==> config.mk <==
export PLATFORM = sky130hd
export DESIGN_NAME = gregorian_date_offset_core
export DESIGN_NICKNAME = d
export VERILOG_FILES = /design/src/hw/rtl/gdo_pkg.sv /design/src/hw/rtl/gdo_dpath.sv /design/src/hw/rtl/gdo_fsm.sv /design/src/hw/rtl/gregorian_date_offset_core.sv
export SDC_FILE = /design/constraint.sdc
export NUM_CORES = 1
export LEC_CHECK = 0
export ABC_CLOCK_PERIOD_IN_PS = 11110
export BUFFER_PORTS_ARGS = -buffer_cell sky130_fd_sc_hd__buf_2
export CAP_MARGIN = 20
export CORE_MARGIN = 2
export CORE_UTILIZATION = 35
export CTS_CLUSTER_SIZE = 24
export DETAILED_ROUTE_END_ITERATION = 8
export HOLD_SLACK_MARGIN = 0.02
export SYNTH_ARGS = -nofsm -noshare
export SYNTH_HDL_FRONTEND = slang
export SYNTH_HIERARCHICAL = 1
export SYNTH_SLANG_ARGS = --single-unit
==> constraint.sdc <==
create_clock -name clk -period 11.11 [get_ports clk]
set_clock_uncertainty 0.1 [all_clocks]
set_input_delay 0 -clock clk [delete_from_list [all_inputs] [get_ports clk]]
set_output_delay 0 -clock clk [all_outputs]
set_load 0.02 [all_outputs]
==> src/hw/rtl/gdo_pkg.sv <==
// Shared types, constants and calendar functions for the Gregorian date offset core.
// No dependencies; imported by every module of the block.
`timescale 1ns / 1ps

package gdo_pkg;

	// Width of the signed day offset and of the internal day accumulator
	localparam int OFFSET_WIDTH = 16;
	localparam int ACC_WIDTH    = (OFFSET_WIDTH + 1 > 10) ? OFFSET_WIDTH + 1 : 10;

	// Calendar constants
	localparam logic [13:0] YEAR_MIN   = 14'd1;
	localparam logic [13:0] YEAR_MAX   = 14'd9999;
	localparam int          LEAP_CYCLE = 400;
	localparam int          CENTURY    = 100;

	localparam logic [3:0] MONTH_JAN = 4'd1;
	localparam logic [3:0] MONTH_FEB = 4'd2;
	localparam logic [3:0] MONTH_APR = 4'd4;
	localparam logic [3:0] MONTH_JUN = 4'd6;
	localparam logic [3:0] MONTH_SEP = 4'd9;
	localparam logic [3:0] MONTH_NOV = 4'd11;
	localparam logic [3:0] MONTH_DEC = 4'd12;

	localparam logic [4:0] LEN_LONG  = 5'd31;
	localparam logic [4:0] LEN_SHORT = 5'd30;
	localparam logic [4:0] LEN_FEB   = 5'd28;
	localparam logic [4:0] LEN_LEAP  = 5'd29;

	// Result status codes
	typedef enum logic [1:0] {
		ST_OK       = 2'd0,
		ST_BAD_DATE = 2'd1,
		ST_RANGE    = 2'd2
	} gdo_status_t;

	// Request and response payloads
	typedef struct packed {
		logic [4:0]                     in_day;
		logic [3:0]                     in_month;
		logic [13:0]                    in_year;
		logic signed [OFFSET_WIDTH-1:0] offset;
	} gdo_req_t;

	typedef struct packed {
		logic [4:0]  out_day;
		logic [3:0]  out_month;
		logic [13:0] out_year;
		logic [8:0]  day_of_year;
		gdo_status_t status;
	} gdo_rsp_t;

	// Sequencer commands to the datapath
	typedef struct packed {
		logic        load;
		logic        mod_step;
		logic        walk_start;
		logic        fwd_step;
		logic        back_step;
		logic        doy_init;
		logic        doy_step;
		logic        done;
		gdo_status_t status;
	} gdo_ctrl_t;

	// Datapath conditions seen by the sequencer
	typedef struct packed {
		logic rem_ge;
		logic date_ok;
		logic carry;
		logic borrow;
		logic year_hi;
		logic year_lo;
		logic mon_hi;
		logic mon_lo;
		logic doy_more;
	} gdo_flags_t;

	// Leap test from the year reduced modulo 400
	function automatic logic leap_of(input logic [8:0] rem);
		return (rem[1:0] == 2'b00) && (rem != 9'(CENTURY)) &&
			(rem != 9'(2 * CENTURY)) && (rem != 9'(3 * CENTURY));
	endfunction

	// Days in a month; codes outside 1..12 fall to the long month
	function automatic logic [4:0] month_len(input logic [3:0] mon, input logic leap);
		logic [4:0] len;
		case (mon)
			MONTH_APR, MONTH_JUN, MONTH_SEP, MONTH_NOV: len = LEN_SHORT;
			MONTH_FEB: len = leap ? LEN_LEAP : LEN_FEB;
			default: len = LEN_LONG;
		endcase
		return len;
	endfunction

endpackage

==> src/hw/rtl/gdo_dpath.sv <==
// Datapath of the date offset core: date registers and the one shared adder/compare unit.
// Depends on gdo_pkg; driven by gdo_fsm commands.
`timescale 1ns / 1ps

module gdo_dpath import gdo_pkg::*; (
	input  logic        clk,
	input  gdo_req_t    req,
	input  gdo_ctrl_t   ctrl,
	output gdo_flags_t  flags,
	output logic [4:0]  res_day,
	output logic [3:0]  res_month,
	output logic [13:0] res_year,
	output logic [8:0]  res_doy
);

	logic [13:0]                    year_q;
	logic [3:0]                     mon_q;
	logic [13:0]                    rem_q;
	logic [ACC_WIDTH-1:0]           acc_q;
	logic [3:0]                     m_q;
	logic [4:0]                     fday_q;
	logic [OFFSET_WIDTH-1:0]        off_q;

	logic                 leap_now;
	logic                 leap_prev;
	logic [3:0]           mon_prev;
	logic [13:0]          rem_inc;
	logic [13:0]          rem_prev;
	logic [4:0]           len_cur;
	logic [4:0]           len_prev;
	logic [4:0]           len_doy;
	logic [ACC_WIDTH-1:0] len_ext;
	logic [ACC_WIDTH-1:0] addend;
	logic [ACC_WIDTH-1:0] sum;
	logic                 acc_neg;
	logic                 acc_zero;

	// Year residue steps with wrap inside the 400-year cycle
	assign rem_inc  = (rem_q[8:0] == 9'(LEAP_CYCLE - 1)) ? 14'd0 : rem_q + 14'd1;
	assign mon_prev = (mon_q == MONTH_JAN) ? MONTH_DEC : mon_q - 4'd1;
	assign rem_prev = (mon_q != MONTH_JAN) ? rem_q :
		((rem_q[8:0] == 9'd0) ? 14'(LEAP_CYCLE - 1) : rem_q - 14'd1);

	// Month lengths for the current, previous and tallied month
	assign leap_now  = leap_of(rem_q[8:0]);
	assign leap_prev = leap_of(rem_prev[8:0]);
	assign len_cur   = month_len(mon_q, leap_now);
	assign len_prev  = month_len(mon_prev, leap_prev);
	assign len_doy   = month_len(m_q, leap_now);

	// Shared adder: offset on start, minus length on carry, plus length otherwise
	always_comb begin
		if (ctrl.back_step) begin
			len_ext = {{(ACC_WIDTH-5){1'b0}}, len_prev};
		end else if (ctrl.doy_step) begin
			len_ext = {{(ACC_WIDTH-5){1'b0}}, len_doy};
		end else begin
			len_ext = {{(ACC_WIDTH-5){1'b0}}, len_cur};
		end
		if (ctrl.walk_start) begin
			addend = {{(ACC_WIDTH-OFFSET_WIDTH){off_q[OFFSET_WIDTH-1]}}, off_q};
		end else if (ctrl.fwd_step) begin
			addend = ~len_ext + ACC_WIDTH'(1);
		end else begin
			addend = len_ext;
		end
	end
	assign sum = acc_q + addend;

	// Compare unit on the accumulator
	assign acc_neg  = acc_q[ACC_WIDTH-1];
	assign acc_zero = (acc_q == '0);
	assign flags.carry    = !acc_neg && (acc_q > {{(ACC_WIDTH-5){1'b0}}, len_cur});
	assign flags.borrow   = acc_neg || acc_zero;
	assign flags.rem_ge   = (rem_q >= 14'(LEAP_CYCLE));
	assign flags.date_ok  = (year_q >= YEAR_MIN) && (year_q <= YEAR_MAX) &&
		(mon_q >= MONTH_JAN) && (mon_q <= MONTH_DEC) &&
		!acc_neg && !acc_zero && !flags.carry;
	assign flags.year_hi  = (year_q == YEAR_MAX);
	assign flags.year_lo  = (year_q == YEAR_MIN);
	assign flags.mon_hi   = (mon_q == MONTH_DEC);
	assign flags.mon_lo   = (mon_q == MONTH_JAN);
	assign flags.doy_more = (m_q < mon_q);

	// Date registers
	always_ff @(posedge clk) begin
		if (ctrl.load) begin
			year_q <= req.in_year;
			mon_q  <= req.in_month;
			rem_q  <= req.in_year;
			acc_q  <= {{(ACC_WIDTH-5){1'b0}}, req.in_day};
			off_q  <= req.offset;
		end
		if (ctrl.mod_step) begin
			rem_q <= rem_q - 14'(LEAP_CYCLE);
		end
		if (ctrl.walk_start || ctrl.doy_step) begin
			acc_q <= sum;
		end
		if (ctrl.fwd_step) begin
			acc_q <= sum;
			if (mon_q == MONTH_DEC) begin
				mon_q  <= MONTH_JAN;
				year_q <= year_q + 14'd1;
				rem_q  <= rem_inc;
			end else begin
				mon_q <= mon_q + 4'd1;
			end
		end
		if (ctrl.back_step) begin
			acc_q <= sum;
			mon_q <= mon_prev;
			rem_q <= rem_prev;
			if (mon_q == MONTH_JAN) begin
				year_q <= year_q - 14'd1;
			end
		end
		if (ctrl.doy_init) begin
			fday_q <= acc_q[4:0];
			m_q    <= MONTH_JAN;
		end
		if (ctrl.doy_step) begin
			m_q <= m_q + 4'd1;
		end
	end

	assign res_day   = fday_q;
	assign res_month = mon_q;
	assign res_year  = year_q;
	assign res_doy   = acc_q[8:0];

endmodule

==> src/hw/rtl/gdo_fsm.sv <==
// Sequencer of the date offset core: reduce year, check, carry, borrow, tally day of year.
// Depends on gdo_pkg; commands gdo_dpath.
`timescale 1ns / 1ps

module gdo_fsm import gdo_pkg::*; (
	input  logic       clk,
	input  logic       arst_n,
	input  logic       start,
	input  logic       out_free,
	input  gdo_flags_t flags,
	output logic       idle,
	output gdo_ctrl_t  ctrl
);

	typedef enum logic [6:0] {
		S_IDLE  = 7'b0000001,
		S_MOD   = 7'b0000010,
		S_CHECK = 7'b0000100,
		S_FWD   = 7'b0001000,
		S_BACK  = 7'b0010000,
		S_DOY   = 7'b0100000,
		S_DONE  = 7'b1000000
	} gdo_state_t;

	gdo_state_t  state_q, state_d;
	gdo_status_t st_q, st_d;

	// Next state and datapath commands
	always_comb begin
		state_d = state_q;
		st_d    = st_q;
		ctrl    = '0;
		case (state_q)
			S_IDLE: begin
				if (start) begin
					ctrl.load = 1'b1;
					state_d   = S_MOD;
				end
			end
			S_MOD: begin
				if (flags.rem_ge) begin
					ctrl.mod_step = 1'b1;
				end else begin
					state_d = S_CHECK;
				end
			end
			S_CHECK: begin
				if (flags.date_ok) begin
					ctrl.walk_start = 1'b1;
					state_d         = S_FWD;
				end else begin
					st_d    = ST_BAD_DATE;
					state_d = S_DONE;
				end
			end
			S_FWD: begin
				if (!flags.carry) begin
					state_d = S_BACK;
				end else if (flags.mon_hi && flags.year_hi) begin
					st_d    = ST_RANGE;
					state_d = S_DONE;
				end else begin
					ctrl.fwd_step = 1'b1;
				end
			end
			S_BACK: begin
				if (!flags.borrow) begin
					ctrl.doy_init = 1'b1;
					state_d       = S_DOY;
				end else if (flags.mon_lo && flags.year_lo) begin
					st_d    = ST_RANGE;
					state_d = S_DONE;
				end else begin
					ctrl.back_step = 1'b1;
				end
			end
			S_DOY: begin
				if (flags.doy_more) begin
					ctrl.doy_step = 1'b1;
				end else begin
					st_d    = ST_OK;
					state_d = S_DONE;
				end
			end
			S_DONE: begin
				if (out_free) begin
					ctrl.done = 1'b1;
					state_d   = S_IDLE;
				end
			end
			default: begin
				state_d = S_IDLE;
			end
		endcase
		ctrl.status = st_q;
	end

	always_ff @(posedge clk or negedge arst_n) begin
		if (!arst_n) begin
			state_q <= S_IDLE;
		end else begin
			state_q <= state_d;
		end
	end

	// Result status; meaningful only once the sequencer reaches done
	always_ff @(posedge clk) begin
		st_q <= st_d;
	end

	assign idle = (state_q == S_IDLE);

endmodule

==> src/hw/rtl/gregorian_date_offset_core.sv <==
// Top level of the Gregorian date offset core: handshake, response register, sequencer
// and datapath. Depends on gdo_pkg, gdo_fsm and gdo_dpath.
`timescale 1ns / 1ps

// Adds a signed day offset to a Gregorian date and returns the new date, its day of year
// and a status (ok, invalid start date, result year outside 1..9999). One request is
// worked at a time; req_ready is high only while the sequencer is idle. A valid request
// passes the reduce loop, the date check, the carry and borrow walk and the day of year
// tally, and its response is loaded once the output register is free. The reduce loop
// takes the year modulo 400 in at most 24 steps for a valid year, 40 for the largest
// field value. The carry/borrow walk crosses month boundaries one per cycle, about 1100
// for the largest offset. The day of year tally adds at most 11 months. An invalid start
// date is answered after the reduce loop and the date check. The sequencer is idle again
// when the response appears, so the next request can be accepted as soon as it does.
// All walk and tally steps share one adder/compare unit on the day accumulator.
// The response sits in an output register, so a new request is taken while it waits.
module gregorian_date_offset_core import gdo_pkg::*; (
	input  logic     clk,
	input  logic     arst_n,
	input  logic     req_valid,
	output logic     req_ready,
	input  gdo_req_t req,
	output logic     rsp_valid,
	input  logic     rsp_ready,
	output gdo_rsp_t rsp
);

	gdo_ctrl_t   ctrl;
	gdo_flags_t  flags;
	logic        idle;
	logic        out_free;
	logic [4:0]  res_day;
	logic [3:0]  res_month;
	logic [13:0] res_year;
	logic [8:0]  res_doy;
	logic        rsp_valid_q;
	gdo_rsp_t    rsp_q;

	assign out_free  = !rsp_valid_q || rsp_ready;
	assign req_ready = idle;

	gdo_fsm u_fsm (
		.clk      (clk),
		.arst_n   (arst_n),
		.start    (req_valid),
		.out_free (out_free),
		.flags    (flags),
		.idle     (idle),
		.ctrl     (ctrl)
	);

	gdo_dpath u_dpath (
		.clk       (clk),
		.req       (req),
		.ctrl      (ctrl),
		.flags     (flags),
		.res_day   (res_day),
		.res_month (res_month),
		.res_year  (res_year),
		.res_doy   (res_doy)
	);

	// Response valid
	always_ff @(posedge clk or negedge arst_n) begin
		if (!arst_n) begin
			rsp_valid_q <= 1'b0;
		end else if (ctrl.done) begin
			rsp_valid_q <= 1'b1;
		end else if (rsp_ready) begin
			rsp_valid_q <= 1'b0;
		end
	end

	// Response payload; fields are zero unless the status is ok
	always_ff @(posedge clk) begin
		if (ctrl.done) begin
			rsp_q.status <= ctrl.status;
			if (ctrl.status == ST_OK) begin
				rsp_q.out_day     <= res_day;
				rsp_q.out_month   <= res_month;
				rsp_q.out_year    <= res_year;
				rsp_q.day_of_year <= res_doy;
			end else begin
				rsp_q.out_day     <= '0;
				rsp_q.out_month   <= '0;
				rsp_q.out_year    <= '0;
				rsp_q.day_of_year <= '0;
			end
		end
	end

	assign rsp_valid = rsp_valid_q;
	assign rsp       = rsp_q;

	// A request in flight blocks the next one
	assert property (@(posedge clk) disable iff (!arst_n)
		(req_valid && req_ready) |=> !req_ready)
		else $error("request accepted while a request is in flight");

	// Error responses carry zero fields
	assert property (@(posedge clk) disable iff (!arst_n)
		(rsp_valid && rsp.status != ST_OK) |->
		(rsp.out_day == 5'd0 && rsp.out_month == 4'd0 && rsp.out_year == 14'd0 &&
		rsp.day_of_year == 9'd0))
		else $error("error response with nonzero date fields");

	// Good responses hold a date in range
	assert property (@(posedge clk) disable iff (!arst_n)
		(rsp_valid && rsp.status == ST_OK) |->
		(rsp.out_month >= MONTH_JAN && rsp.out_month <= MONTH_DEC &&
		rsp.out_day != 5'd0 && rsp.out_year >= YEAR_MIN && rsp.out_year <= YEAR_MAX &&
		rsp.day_of_year >= 9'(rsp.out_day)))
		else $error("ok response with a date out of range");

	// A response is only loaded when the register is free
	assert property (@(posedge clk) disable iff (!arst_n)
		ctrl.done |-> out_free)
		else $error("response overwritten before it was taken");

	// Status code three never leaves the block
	assert property (@(posedge clk) disable iff (!arst_n)
		rsp_valid |-> (rsp.status == ST_OK || rsp.status == ST_BAD_DATE ||
		rsp.status == ST_RANGE))
		else $error("undefined status code on response");

endmodule

=== Yosys cells after proc, flatten, opt, wreduce, memory -nomap -nowiden ===
Index checks and enable logic that the tools add are counted.
W data, S select, Z words.

* Muxes and demuxes: 69
* Equal/unequal tests: 46
* Reductions and logical operators: 37
* Order comparisons: 7
* Bitwise logic cells: 1
* Add/sub/neg operators: 10

{| class="wikitable"
|+ Operators with widths
! kind !! number
|-
| $mux W14 || 13
|-
| $mux W17 || 7
|-
| $mux W7 || 9
|-
| $pmux W7 S7 || 1
|-
| $pmux W5 S2 || 3
|-
| $add A14 B1 Y14 const B || 2
|-
| $eq A4 B4 Y1 const B || 7
|-
| $mux W4 || 7
|-
| $sub A14 B1 Y14 const B || 2
|-
| $eq A4 B3 Y1 const B || 6
|-
| $mux W1 || 20
|-
| $ne A9 B7 Y1 const B || 2
|-
| $ne A9 B8 Y1 const B || 2
|-
| $ne A9 B9 Y1 const B || 2
|-
| $add A17 B1 Y17 const B || 1
|-
| $add A17 B17 Y17 || 1
|-
| $gt A17 B5 Y1 || 1
|-
| $logic_not A17 Y1 || 1
|-
| $not A17 Y17 || 1
|-
| $logic_and A1 B1 Y1 || 15
|-
| $eq A14 B1 Y1 const B || 1
|-
| $eq A14 B14 Y1 const B || 1
|-
| $ge A14 B1 Y1 const B || 1
|-
| $ge A14 B9 Y1 const B || 1
|-
| other kinds (34) || 63
|}

* Register bits: 118
* Bits of input ports: 43

=== Depth between registers and ports, before layout ===
* Depth in word-level cells: 18
* Mapped depth: 31
* Gate-level depth less buffers: 28

=== Cells and area by module ===
The synthesis kept the hierarchy.

{| class="wikitable"
|+ By module, submodules not included
! module !! seq. area each (um2) !! area an instance (um2) !! cells an instance !! instances
|-
| gdo_dpath || 1991.9 || 6165.9 || 753 || 1
|-
| gregorian_date_offset_core || 1046.0 || 1303.8 || 73 || 1
|-
| gdo_fsm || 236.5 || 593.1 || 63 || 1
|}

=== Worst setup path after synthesis ===
No wires, ideal clock.

* Path type: register to register
* Start point: register u_dpath.rem_q[4]
* End point: register u_dpath.acc_q[15], data pin
* Buffers on the path: 3
* Cell stages (with the launch flop): 30
* Data required time: 10744 ps
* Slack: 5485 ps
* Data arrival time: 5259 ps
* Period minus slack after synthesis: 5625 ps
* Cells stage by stage: dfxtp_1 -> clkbuf_1 -> inv_1 -> ha_1 -> and4b_1 -> o21ai_0 -> o211a_1 -> nor2b_1 -> nor2_1 -> o21ai_0 -> nand2_1 -> ha_1 -> nor2b_1 -> o21ai_0 -> a21oi_1 -> a311o_1 -> nor4_1 -> nand3b_1 -> nor2_1 -> clkbuf_1 -> buf_1 -> a21oi_1 -> ha_1 -> inv_1 -> nor3_1 -> o21ai_0 -> a2111oi_0 -> a311oi_1 -> xor2_1 -> nor2_1

{| class="wikitable"
|+ RTL lines
! what !! line !! RTL
|-
| start: declaration || gdo_dpath.sv:18 || <nowiki>logic [13:0] rem_q;</nowiki>
|-
| start signal: assignment || gdo_dpath.sv:90 || <nowiki>rem_q <= req.in_year;</nowiki>
|-
| start signal: assignment || gdo_dpath.sv:95 || <nowiki>rem_q <= rem_q - 14'(LEAP_CYCLE);</nowiki>
|-
| start signal: assignment || gdo_dpath.sv:105 || <nowiki>rem_q <= rem_inc;</nowiki>
|-
| end signal: assignment || gdo_dpath.sv:91 || <nowiki>acc_q <= {{(ACC_WIDTH-5){1'b0}}, req.in_day};</nowiki>
|-
| end signal: assignment || gdo_dpath.sv:98 || <nowiki>acc_q <= sum;</nowiki>
|-
| end signal: assignment || gdo_dpath.sv:101 || <nowiki>acc_q <= sum;</nowiki>
|-
| end: declaration || gdo_dpath.sv:19 || <nowiki>logic [ACC_WIDTH-1:0] acc_q;</nowiki>
|}

==> results by group <==
Final layout
  • Area growth syn-to-layout: 19.57%
  • Utilization after layout: 42.58%
  • Ant diodes: 0
  • Post-Layout Cell Count: 1,274
  • Nets: 1,064
  • Share of cells above drive strength 1: roughly 14%
  • Most common cell after layout, fill and taps aside: edfxtp_1
  • Filler cells: 2,164
  • Most frequent cells in the layout: edfxtp_1, nand2_1, buf_2, nor2_1, a21oi_1

Timing
  • Max Fclk: roughly 0.16 GHz
  • Max Slew Vio Count: 0
  • Final worst-path cycle share: 56.02%
  • Final Hold Viols: 0
  • Total negative slack: 0 ns
  • Tmin final: about 6.2 ns
  • RSZ-0062 raised after global routing: false
  • Finish-stage setup viols: 0
  • Slew HR: around 42%
  • Measured slew at the worst slew-check pin: just under 0.9 ns

Clock network
  • Latest clock arrival within the worst-skew pair: 0.43 ns
  • Clock-pin slew on the worst setup and hold paths: about 0.060 ns
  • H-tree lvl count: 4
  • CTS Sinks: roughly 120
  • CTS Root Cell: clkbuf_16
  • Buffer count from post-CTS setup fixing: 0
  • CTS Buffer Depth: 2
  • CTS Buf Count: 17
  • CTS tree: done

Placement
  • Post-Place Cells: approximately 1,200
  • RePlAce Congestion: 0.9084
  • PortBufs: ~80
  • Post-DP HPWL: ~16 mm

Floorplan
  • Die Span Y: around 160 um
  • Core area: between 20,000 and 25,000 um2
  • DIE AREA: between 20,000 and 25,000 um2
  • # rows: 55
  • Initial Utilization: between 30% and 40%
  • Die Wd: about 160 um
  • Number of I/O pins: between 70 and 80

Power and ir drop
  • P per Cell Area: between 200 and 250 nW/um2
  • Peak supply drop: 0.09536 mV
  • Lkg Pwr: 0.003663 uW

Synthesis
  • Number of synthesized flops with an enable pin: 87
  • Number of synthesized register bits: ~120
  • Syn. warnings: 6
  • Synth Net Count: slightly below 1,000
  • Synth area leader: edfxtp_1
  • Seq/Total Area, Yosys: 40.61%
  • Post-synth top flop: edfxtp_1
  • Synth cell types: 87
  • Post-Synthesis Cells: 889
  • Syn Area/Cell: 9.069 um2
  • Top-area cell type share of the netlist area: 32.40%
  • Mapped Area: roughly 8100 um2
  • Area contributors post-synth: edfxtp_1, ha_1, dfxtp_1
  • Ys async rst share: 6.780%

GRT
  • GRT Util Overall: 18.60%
  • First-pass GRT wire length: between 30 and 40 mm
  • Global route overflow: 0
  • Antenna violations before repair: 0
  • Vias in the first global route: 6,707
  • Pin count of the biggest net entering global routing: 37

Critical path
  • Maximum fanout along the worst path: 22
  • Data arrival, critical path: around 6.3 ns
  • WS Path Type: flip-flop to flip-flop
  • Critical Path RT: about 11 ns
  • Critical Path Start Type: flip-flop
  • CP Capture Type: flip-flop
  • Slowest-stage cell, CP: a2111oi_0
  • Crit-path max cell delay: between 0.6 and 0.7 ns

Drt
  • Via-to-Cell Ratio: about 5.6
  • Length of the first detailed-routing pass in iterations: 5
  • DRT iter0 DRCs: roughly 650
  • DRT Wirelength: ~22 mm
  • Wire length per cell: around 17 um
  • DRC Markers: 0
  • Post-route ant nets: 0
  • Via count: 7,078

Min path
  • Min-delay worst type: primary input to flip-flop

Run status
  • Status: complete, no violations

Run
  • Max Cap Viol: 0
[metrics by stage]
step | power, uW | instance area [um2] | hold slack [ns] | setup slack (ns)
6_report | 1981 | 9641 | 0.08129 | 4.886
5_1_grt | 2104 | 9641 | 0.1112 | 4.259
4_1_cts | 1976 | 9641 | 0.06030 | 4.956
3_5_place_dp | 1367 | 8582 | -0.2395 | 4.971
3_3_place_gp | 1365 | 8582 | -0.2385 | 5.172
2_1_floorplan | 1203 | 8063 | -0.3956 | 5.485
[Yosys cell counts (all sizes together), types with 6 or more instances]
master / number
clkbuf: 41
a22oi: 7
nand2: 84
edfxtp: 87
inv: 25
o21ai: 60
nand2b: 15
nor2b: 13
o211ai: 8
a21oi: 66
nor3: 24
a21boi: 7
dfxtp: 23
nor4: 11
buf: 19
nor3b: 6
o22ai: 16
mux2i: 6
and2: 44
nor2: 72
dfrtp: 7
and3: 10
xnor2: 24
a31oi: 7
a211oi: 13
xor2: 21
or3: 6
ha: 44
nand3: 32
[registers in the layout, indices dropped and copies added, names as in the netlist, 2 cells and up]
| register | count |
|---|---|
| rsp | 34 |
| u_fsm/state_q | 7 |
| u_dpath/acc_q | 17 |
| u_dpath/m_q | 4 |
| u_dpath/res_day | 5 |
| u_dpath/rem_q | 14 |
| u_dpath/res_year | 14 |
| u_dpath/res_month | 4 |
| u_dpath/off_q | 16 |
| u_fsm/st_q | 2 |
[final timing paths]
path	start	to	slack [ns]	cells past startpoint
min in group asynchronous	arst_n	u_fsm/state_q[0]$_DFFE_PN1P_	0.51	3
worst max-delay path	u_dpath/rem_q[4]$_DFF_P_	u_dpath/acc_q[15]$_DFFE_PP_	4.89	29
worst min register to register	u_fsm/st_q[1]$_DFFE_PP_	rsp[1]$_DFFE_PP_	0.41	0
worst max register to register	u_dpath/rem_q[4]$_DFF_P_	u_dpath/acc_q[15]$_DFFE_PP_	4.89	29
worst min-delay path	req[29]	u_dpath/res_year[13]$_DFF_P_	0.08	5
max in group asynchronous	arst_n	u_fsm/state_q[1]$_DFFE_PN0P_	9.59	4
[metal layers]
metal  wire length, um  track usage [%]  part of all wire, %  vias to the layer above
met2              9764            27.75                   44                      290
met1             10450            26.00                   47                     3286
met3              1353            3.556                  6.1                       44
met5                 0                0                    0                        -
met4               614            8.737                  2.8                        0
li1                  -                -                    -                     3458
[power breakdown]
group | leakage (uW) | total, uW | switching, uW | internal (uW)
clock network | 0.000295 | 590 | 213 | 377
registers | 0.00111 | 754 | 171 | 583
logic | 0.00226 | 638 | 363 | 275
[cell families after synthesis]
| kind of cell | Yosys count | share of synthesized area (%) |
|---|---|---|
| xor+xnor | 45 | 4.981 |
| fa+ha+maj | 45 | 7.076 |
| simple gates | 352 | 23.08 |
| compound gates | 235 | 18.40 |
| mux | 8 | 1.024 |
| flops | 118 | 40.61 |
| buf+inv | 86 | 4.826 |
[timing repair]
item / in CTS / in global routing
hold buffers: 43 / 0
gates resized for setup: 0 / 0
endpoints found under the hold margin: 54 / 0
[final cells by class]
| class | count | area [um2] | area share, % |
|---|---|---|---|
| multi-input cells | 685 | 4410 | 45.75 |
| flip-flops and latches | 118 | 3274 | 33.96 |
| repair buffers | 128 | 873.3 | 9.059 |
| clock buffers | 18 | 429.2 | 4.452 |
| well taps | 285 | 356.6 | 3.699 |
| clock inverters | 14 | 198.9 | 2.064 |
| inverters | 26 | 97.59 | 1.012 |
[critical path: cells and delay by family (launching register included)]
kind	cells	cell delay [ns]
xor gates and xnor gates	1	0.15
buffers and inverters	3	0.55
DFF	1	0.53
and+or+nand+nor	12	1.69
AOI/OAI and AO/OA	10	2.29
adders and majority gates	3	0.64
No activity file was read; power rests on OpenSTA's default activity.
